<file path="src/hw/rtl/assert_macros.svh">
// Assertion helpers for the RTL files.
`ifndef ASSERT_MACROS_SVH
`define ASSERT_MACROS_SVH

// Check a property on every rising clock edge outside of reset.
`define ASSERT_CLK(label, clk, rst_n, prop, msg) \
  label: assert property (@(posedge clk) disable iff (!(rst_n)) (prop)) else $error(msg);

// Check that a condition implies another in the following cycle.
`define ASSERT_NEXT(label, clk, rst_n, cond, prop, msg) \
  label: assert property (@(posedge clk) disable iff (!(rst_n)) (cond) |=> (prop)) \
    else $error(msg);

`endif

</file>
<file path="src/hw/rtl/ffha_pkg.sv">
`default_nettype none

package ffha_pkg;

  // Heap and table geometry
  localparam int unsigned HeapBytes   = 65536;
  localparam int unsigned MaxBlocks   = 64;
  localparam int unsigned HeaderBytes = 16;

  // Derived widths
  localparam int unsigned AddrW = 16;
  localparam int unsigned IdxW  = $clog2(MaxBlocks);
  localparam int unsigned CntW  = $clog2(MaxBlocks + 1);
  localparam int unsigned TopW  = $clog2(HeapBytes + 1);
  localparam int unsigned NeedW = TopW + 1;
  localparam int unsigned EntW  = 2 * AddrW;

  // Request modes
  localparam logic ModeAlloc = 1'b0;
  localparam logic ModeFree  = 1'b1;

  typedef enum logic [1:0] {
    StOk      = 2'd0,
    StIgnored = 2'd1,
    StNoSpace = 2'd2,
    StUnknown = 2'd3
  } status_e;

  typedef struct packed {
    logic             mode;
    logic [AddrW-1:0] request_size;
    logic [AddrW-1:0] data_address;
  } req_t;

  typedef struct packed {
    logic [AddrW-1:0] result_address;
    status_e          status;
    logic             reused;
  } rsp_t;

endpackage

`default_nettype wire

</file>
<file path="src/hw/rtl/ffha_ram.sv">
`default_nettype none

module ffha_ram #(
  parameter int unsigned Width = 32,
  parameter int unsigned Depth = 64
) (
  input  wire logic                     clk_i,
  input  wire logic                     we_i,
  input  wire logic [$clog2(Depth)-1:0] waddr_i,
  input  wire logic [Width-1:0]         wdata_i,
  input  wire logic [$clog2(Depth)-1:0] raddr_i,
  output logic      [Width-1:0]         rdata_o
);

  logic [Width-1:0] mem_q [Depth];

  // Write one entry and register one read per cycle
  always_ff @(posedge clk_i) begin
    if (we_i) begin
      mem_q[waddr_i] <= wdata_i;
    end
    rdata_o <= mem_q[raddr_i];
  end

endmodule

`default_nettype wire

</file>
<file path="src/hw/rtl/first_fit_heap_allocator_unit.sv">
`default_nettype none
`include "assert_macros.svh"

// First-fit heap allocator: keeps an address-ordered table of heap blocks
// (start, size, free mark) plus a heap top, without splitting or merging.
// Channels: a request item (req_i) is taken at a rising edge with start high
// and busy low. The result item (rsp_o) shows for exactly one cycle with
// done_o high; the receiver must take it then and cannot hold it off.
// A zero-size allocate or a null free answers in the next cycle without
// raising busy. Any other request walks the table one entry per cycle
// through the registered read port of the table RAM; busy stays high until
// an entry hits or the table is exhausted, and done_o rises in the same
// cycle that busy falls. One request is handled at a time. A new request
// may be accepted in the cycle the previous result shows. One shared
// subtractor does the entry size and data address compares.
// Reset empties the table and zeroes the heap top; the RAM contents are not
// cleared since only entries below the block count are ever read.
module first_fit_heap_allocator_unit (
  input  wire logic        clk_i,
  input  wire logic        rst_ni,
  input  wire logic        start,
  output logic             busy,
  input  wire ffha_pkg::req_t req_i,
  output logic             done_o,
  output ffha_pkg::rsp_t   rsp_o
);

  typedef enum logic [1:0] {
    StateIdle = 2'b01,
    StateScan = 2'b10
  } state_e;

  state_e                           state_q, state_d;
  logic [ffha_pkg::CntW-1:0]        idx_q, idx_d;
  logic [ffha_pkg::IdxW-1:0]        chk_q, chk_d;
  logic                             pend_q, pend_d;
  logic [ffha_pkg::CntW-1:0]        cnt_q, cnt_d;
  logic [ffha_pkg::TopW-1:0]        top_q, top_d;
  logic [ffha_pkg::MaxBlocks-1:0]   free_q, free_d;
  logic                             done_q, done_d;
  ffha_pkg::rsp_t                   rsp_q, rsp_d;
  ffha_pkg::req_t                   req_q;

  logic                             accept;
  logic                             ram_we;
  logic [ffha_pkg::IdxW-1:0]        ram_waddr;
  logic [ffha_pkg::EntW-1:0]        ram_wdata;
  logic [ffha_pkg::EntW-1:0]        ram_rdata;
  logic [ffha_pkg::AddrW-1:0]       ent_start;
  logic [ffha_pkg::AddrW-1:0]       ent_size;

  logic [ffha_pkg::TopW-1:0]        op_a, op_b;
  logic [ffha_pkg::TopW:0]          diff;
  logic                             cmp_ge, cmp_eq, hit;
  logic [ffha_pkg::NeedW-1:0]       need;
  logic                             no_space;

  assign accept = start && !busy;
  assign busy   = (state_q == StateScan);
  assign done_o = done_q;
  assign rsp_o  = rsp_q;

  assign ent_start = ram_rdata[ffha_pkg::EntW-1:ffha_pkg::AddrW];
  assign ent_size  = ram_rdata[ffha_pkg::AddrW-1:0];

  // Table RAM: start offset in the upper half, size in the lower half
  ffha_ram #(
    .Width (ffha_pkg::EntW),
    .Depth (ffha_pkg::MaxBlocks)
  ) u_table (
    .clk_i   (clk_i),
    .we_i    (ram_we),
    .waddr_i (ram_waddr),
    .wdata_i (ram_wdata),
    .raddr_i (idx_q[ffha_pkg::IdxW-1:0]),
    .rdata_o (ram_rdata)
  );

  // Shared compare unit: size >= request on allocate, data offset == address on free
  always_comb begin
    if (req_q.mode == ffha_pkg::ModeFree) begin
      op_a = {1'b0, ent_start} + ffha_pkg::TopW'(ffha_pkg::HeaderBytes);
      op_b = {1'b0, req_q.data_address};
    end else begin
      op_a = {1'b0, ent_size};
      op_b = {1'b0, req_q.request_size};
    end
    diff   = {1'b0, op_a} - {1'b0, op_b};
    cmp_ge = !diff[ffha_pkg::TopW];
    cmp_eq = (diff == '0);
    hit    = (req_q.mode == ffha_pkg::ModeFree) ? cmp_eq : (free_q[chk_q] && cmp_ge);
  end

  // Space needed to append a new block at the heap top
  assign need = {1'b0, top_q} + ffha_pkg::NeedW'(ffha_pkg::HeaderBytes)
              + ffha_pkg::NeedW'(req_q.request_size);
  assign no_space = (cnt_q >= ffha_pkg::CntW'(ffha_pkg::MaxBlocks))
                 || (need > ffha_pkg::NeedW'(ffha_pkg::HeapBytes));

  // Sequencer: answer a zero-size allocate or null free from idle, else walk the table one entry per cycle, then settle
  always_comb begin
    state_d   = state_q;
    idx_d     = idx_q;
    chk_d     = chk_q;
    pend_d    = pend_q;
    cnt_d     = cnt_q;
    top_d     = top_q;
    free_d    = free_q;
    done_d    = 1'b0;
    rsp_d     = rsp_q;
    ram_we    = 1'b0;
    ram_waddr = cnt_q[ffha_pkg::IdxW-1:0];
    ram_wdata = {top_q[ffha_pkg::AddrW-1:0], req_q.request_size};

    unique case (state_q)
      StateIdle: begin
        if (accept) begin
          if ((req_i.mode == ffha_pkg::ModeAlloc && req_i.request_size == '0) ||
              (req_i.mode == ffha_pkg::ModeFree && req_i.data_address == '0)) begin
            done_d = 1'b1;
            rsp_d  = '{result_address: '0, status: ffha_pkg::StIgnored, reused: 1'b0};
          end else begin
            state_d = StateScan;
            idx_d   = '0;
            pend_d  = 1'b0;
          end
        end
      end
      StateScan: begin
        if (pend_q && hit) begin
          // settle a hit on the entry just read
          state_d = StateIdle;
          done_d  = 1'b1;
          if (req_q.mode == ffha_pkg::ModeFree) begin
            rsp_d = '{result_address: '0, status: ffha_pkg::StOk, reused: 1'b0};
            if (ffha_pkg::CntW'(chk_q) + ffha_pkg::CntW'(1) == cnt_q) begin
              top_d         = {1'b0, ent_start};
              free_d[chk_q] = 1'b0;
              cnt_d         = cnt_q - ffha_pkg::CntW'(1);
            end else begin
              free_d[chk_q] = 1'b1;
            end
          end else begin
            free_d[chk_q] = 1'b0;
            rsp_d = '{result_address: ent_start + ffha_pkg::AddrW'(ffha_pkg::HeaderBytes),
                      status: ffha_pkg::StOk, reused: 1'b1};
          end
        end else if (idx_q < cnt_q) begin
          // issue the next table read
          chk_d  = idx_q[ffha_pkg::IdxW-1:0];
          idx_d  = idx_q + ffha_pkg::CntW'(1);
          pend_d = 1'b1;
        end else if (pend_q) begin
          // drop the last entry, nothing left to issue
          pend_d = 1'b0;
        end else begin
          // table exhausted without a hit
          state_d = StateIdle;
          done_d  = 1'b1;
          if (req_q.mode == ffha_pkg::ModeFree) begin
            rsp_d = '{result_address: '0, status: ffha_pkg::StUnknown, reused: 1'b0};
          end else if (no_space) begin
            rsp_d = '{result_address: '0, status: ffha_pkg::StNoSpace, reused: 1'b0};
          end else begin
            ram_we             = 1'b1;
            free_d[ram_waddr]  = 1'b0;
            cnt_d              = cnt_q + ffha_pkg::CntW'(1);
            top_d              = need[ffha_pkg::TopW-1:0];
            rsp_d = '{result_address: top_q[ffha_pkg::AddrW-1:0]
                                      + ffha_pkg::AddrW'(ffha_pkg::HeaderBytes),
                      status: ffha_pkg::StOk, reused: 1'b0};
          end
        end
      end
      default: begin
        state_d = StateIdle;
      end
    endcase
  end

  // Control state
  always_ff @(posedge clk_i or negedge rst_ni) begin
    if (!rst_ni) begin
      state_q <= StateIdle;
      idx_q   <= '0;
      chk_q   <= '0;
      pend_q  <= 1'b0;
      cnt_q   <= '0;
      top_q   <= '0;
      free_q  <= '0;
      done_q  <= 1'b0;
    end else begin
      state_q <= state_d;
      idx_q   <= idx_d;
      chk_q   <= chk_d;
      pend_q  <= pend_d;
      cnt_q   <= cnt_d;
      top_q   <= top_d;
      free_q  <= free_d;
      done_q  <= done_d;
    end
  end

  // Payload: hold the request and the result
  always_ff @(posedge clk_i) begin
    if (accept) begin
      req_q <= req_i;
    end
    rsp_q <= rsp_d;
  end

  `ASSERT_CLK(a_cnt_bound, clk_i, rst_ni, cnt_q <= ffha_pkg::CntW'(ffha_pkg::MaxBlocks), "block count beyond table depth")
  `ASSERT_CLK(a_top_bound, clk_i, rst_ni, top_q <= ffha_pkg::TopW'(ffha_pkg::HeapBytes), "heap top beyond heap size")
  `ASSERT_CLK(a_scan_done, clk_i, rst_ni, $fell(busy) |-> done_q, "scan ended without a result")
  `ASSERT_NEXT(a_no_done_busy, clk_i, rst_ni, busy && !done_d, !done_q, "result strobe while scanning")

endmodule

`default_nettype wire
</file>
<file path="config.mk">
export PLATFORM = sky130hd
export DESIGN_NAME = first_fit_heap_allocator_unit
export DESIGN_NICKNAME = d
export VERILOG_FILES = /design/src/hw/rtl/ffha_pkg.sv /design/src/hw/rtl/ffha_ram.sv /design/src/hw/rtl/first_fit_heap_allocator_unit.sv
export VERILOG_INCLUDE_DIRS = /design/src /design/src/hw/rtl
export SDC_FILE = /design/constraint.sdc
export NUM_CORES = 2
export LEC_CHECK = 0
export BUFFER_PORTS_ARGS = -buffer_cell sky130_fd_sc_hd__buf_4
export CORE_MARGIN = 3
export CORE_UTILIZATION = 40
export CTS_CLUSTER_DIAMETER = 30
export DETAILED_ROUTE_END_ITERATION = 8
export HOLD_SLACK_MARGIN = 0.03
export MAX_ROUTING_LAYER = met4
export SLEW_MARGIN = 0
export SYNTH_ARGS = -nofsm -noshare
export SYNTH_HDL_FRONTEND = slang
export SYNTH_SLANG_ARGS = --single-unit
export TNS_END_PERCENT = 20
</file>
<file path="constraint.sdc">
create_clock -name clk_i -period 15.1 [get_ports clk_i]
set_clock_uncertainty 0.15 [all_clocks]
set_input_delay 0.755 -clock clk_i [delete_from_list [all_inputs] [get_ports clk_i]]
set_output_delay 0.755 -clock clk_i [all_outputs]
set_load 0.05 [all_outputs]
</file>
==> summary.txt <==
Floorplan
  – Die Span Y: approximately 480 um
  – Die Wd: 484 um
  – Starting Density: 0.405
  – Number of core rows: 174
  – I/O Pins: 57
  – Core ar.: 0.226 mm2
  – DIE AREA: 0.234 mm2

Logic synthesis
  – Multiplexer share of the synthesized area: 0.176
  – Top post-synthesis cells by count: edfxtp_1 (2100), mux4_2 (678), clkbuf_1 (190)
  – Syn_nets: ~4700
  – Async SR Flop Fraction: 0.0469
  – Cell variety after synth: 93
  – FF+latch count, synth: between 2000 and 2500
  – Top_reg_cell synth: edfxtp_1
  – Sequential fraction of the synthesis area: 0.725
  – Synth area leaders: edfxtp_1 (69%), mux4_2 (17%), dfrtp_1 (2.8%)
  – Synth Area in Compound Gates: 0.0344
  – Post-synth EDFFs: 2100
  – Top-count cell post-synth: edfxtp_1
  – Simple-gate share of the synthesized area: 0.0355
  – Area leader, netlist: edfxtp_1
  – Synth Area in Adders: 0.00955
  – Top-area cell type share of the netlist area: 0.690
  – Main combinational cell family by area after synthesis: multiplexers
  – XOR/XNOR share of the synthesized area: 0.00431
  – Post-Syn Area: 0.0914 mm2
  – Cell count after synthesis: between 4000 and 5000
  – Mean Syn Cell Area: between 20 and 25 um2
  – Yosys warnings: 0

GRT
  – Number of global-route vias before repair: just under 50000
  – Largest net degree at the start of global routing: 90
  – Total Routing Usage GR: 0.212
  – First-pass GRT wire length: roughly 360000 um
  – Antenna violations before repair: 22
  – Congestion Overflow GR: 0

Setup path
  – CP startpoint kind: register
  – Critical path arrival: 7.36 ns
  – Required time worst endpoint: ~16 ns
  – Setup CP Type: register to register
  – CP max FO: between 50 and 60
  – Crit end category: register

Detailed routing
  – Via Count: just under 50000
  – Drt pass-1 iters: 6
  – DRC: 0
  – Via density: just under 6
  – Routed len/inst: between 20 and 30 um
  – Starting DRT DRC Count: slightly below 6000
  – Routed WL: 243000 um
  – Routed Antenna Nets: 0

STA
  – Final min period: 6.67 ns
  – Fmax achieved: about 150 MHz
  – Worst slew pin tran: ~1.4 ns
  – Final slew viol count: 0
  – Hold Fails Final Rpt: 0
  – Crit share post-route: 0.442
  – Total negative setup slack: 0 ns
  – RSZ-0062 raised after global routing: false
  – Slew margin rel.: 0.0443
  – # setup viols final: 0

Power and ir drop
  – VDD IR max: approximately 0.00012 V
  – Power Density: between 150 and 200 mW/mm2
  – Static leakage: ~35 nW
  – Total power draw: a little over 20 mW

Cells and area
  – Layout area overhead: 21.4%
  – Final net count: about 5000
  – Layout cells sized above 1: 0.326

Placed design
  – Post-DP HPWL: ~140000 um
  – Routability cong.: just over 0.9
  – PortBufs: 56

CTS
  – Sink Count: ~2200
  – Num CTS Buffers: around 430
  – Reg clk slew, reported paths: 0.05 ns
  – Postcts setup bufs: 0
  – H-tree depth: 5
  – CTS max path bufs: 4
  – CTS tree: built
  – Clk_lat worst skew: around 0.95 ns
  – Root buf cell: clkbuf_16

Hold path
  – Hold crit path type: input pin to asynchronous set/reset pin

Job
  – Maxcap violations: 0

Run status
  – Outcome: finished clean
==> placed cells by master (no fill, tap or decap), types with 32 or more instances in the layout <==
cell / netlist / final
a21oi_1: 83 / 83
and3_1: 32 / 32
buf_4: 5 / 196
bufinv_16: 0 / 56
clkbuf_1: 190 / 45
clkbuf_16: 0 / 439
clkinv_1: 6 / 52
clkinv_2: 0 / 75
clkinv_4: 0 / 37
clkinvlp_4: 0 / 46
dfrtp_1: 104 / 82
dfxtp_1: 32 / 32
dlygate4sd3_1: 0 / 34
edfxtp_1: 2100 / 2100
ha_1: 65 / 64
inv_1: 47 / 46
mux2i_1: 37 / 37
mux4_2: 678 / 678
nand2_1: 120 / 120
nand3_1: 128 / 127
nand4_1: 44 / 44
nor2_1: 176 / 110
nor2_4: 0 / 64
nor3_1: 72 / 72
o211ai_1: 32 / 32
o21ai_0: 84 / 84
o22ai_1: 39 / 39
==> metrics by stage <==
step	setup slack, ns	cells	cell area [um2]	utilization	hold WS, ns
CTS	8.47	8287	111000	0.491	0.281
floorplan	8.81	4551	91400	-	0.309
global route	7.91	8291	111000	0.491	0.334
global placement	8.39	7462	96100	0.425	0.344
detailed placement	8.44	7462	96100	0.425	0.357
finish	8.43	8295	111000	0.491	0.311
==> metal layers <==
metal | track usage | part of all wire | vias up
li1 | - | - | 20100
met3 | 0.0412 | 0.078 | 377
met2 | 0.315 | 0.47 | 2137
met4 | 0.0508 | 0.019 | 0
met1 | 0.303 | 0.43 | 26103
met5 | - | 0 | -
==> power breakdown <==
| group | switching, mW | internal, mW |
|---|---|---|
| clock | 3.16 | 6.31 |
| sequential | 0.157 | 7.33 |
| combinational | 2.31 | 1.44 |
| total | 5.63 | 15.1 |
==> what timing repair did <==
action | CTS | global route
endpoints found under the hold margin | 84 | 0
hold buffers | 34 | 0
resized for setup | 0 | 0
==> state kept, by name, indices dropped and copies added, names as in the netlist, named ones only <==
name             count
chk_q                6
cnt_q                7
done_o               1
idx_q                7
pend_q               1
ram_wdata           16
req_q               17
rsp_o               19
state_q              2
top_q               17
u_table.mem_q     2048
u_table.rdata_o     32
==> path summary, 6_finish.rpt <==
check | endpoint | start | slack (ns) | cells past startpoint
min | pend_q | rst_ni | 0.31 | 2
max in group asynchronous | idx_q[0] | rst_ni | 12.97 | 3
min in group clk_i | top_q[16] | top_q[16] | 0.37 | 1
max reg2reg | cnt_q[6] | req_q[32] | 8.43 | 24
max | cnt_q[6] | req_q[32] | 8.43 | 24
min reg2reg | top_q[16] | top_q[16] | 0.37 | 1
==> cell families after synthesis <==
logic type                 count (synthesis)
and+or+nand+nor                          663
AOI/OAI and AO/OA                        451
buffers and inverters                    333
adders and majority gates                 68
DFF                                     2237
xor gates and xnor gates                  45
muxes                                    754
==> cell type report <==
cell class / count / area (um2)
antenna: 8 / 20.0
clock inverter: 297 / 3280
sequential: 2237 / 66400
fill: 18137 / 115000
multi-input combinational: 1981 / 24300
clock buffer: 494 / 11300
tap: 2992 / 3740
inverter: 55 / 211
timing repair buffer: 231 / 1830
==> worst max-delay path: stages (launching register included) <==
cell and delay, ns:
edfxtp_1 0.33, buf_4 0.60, inv_1 0.10, buf_4 0.33, nand2_1 0.13, o21ai_0 0.10, ha_1 0.39, a21oi_1 0.31
nand2_1 0.12, o22ai_1 0.36, o21ai_1 0.20, a311oi_1 0.29, and3b_1 0.27, a31o_2 0.27, inv_6 0.44, buf_4 0.61
fa_1 0.33, nor2b_1 0.06, o21ai_0 0.14, nand2b_1 0.11, a21o_1 0.19, a21o_1 0.21, o31a_1 0.13, nor4_1 0.15
o21ba_2 0.20
(Power assumes the default switching activity.)
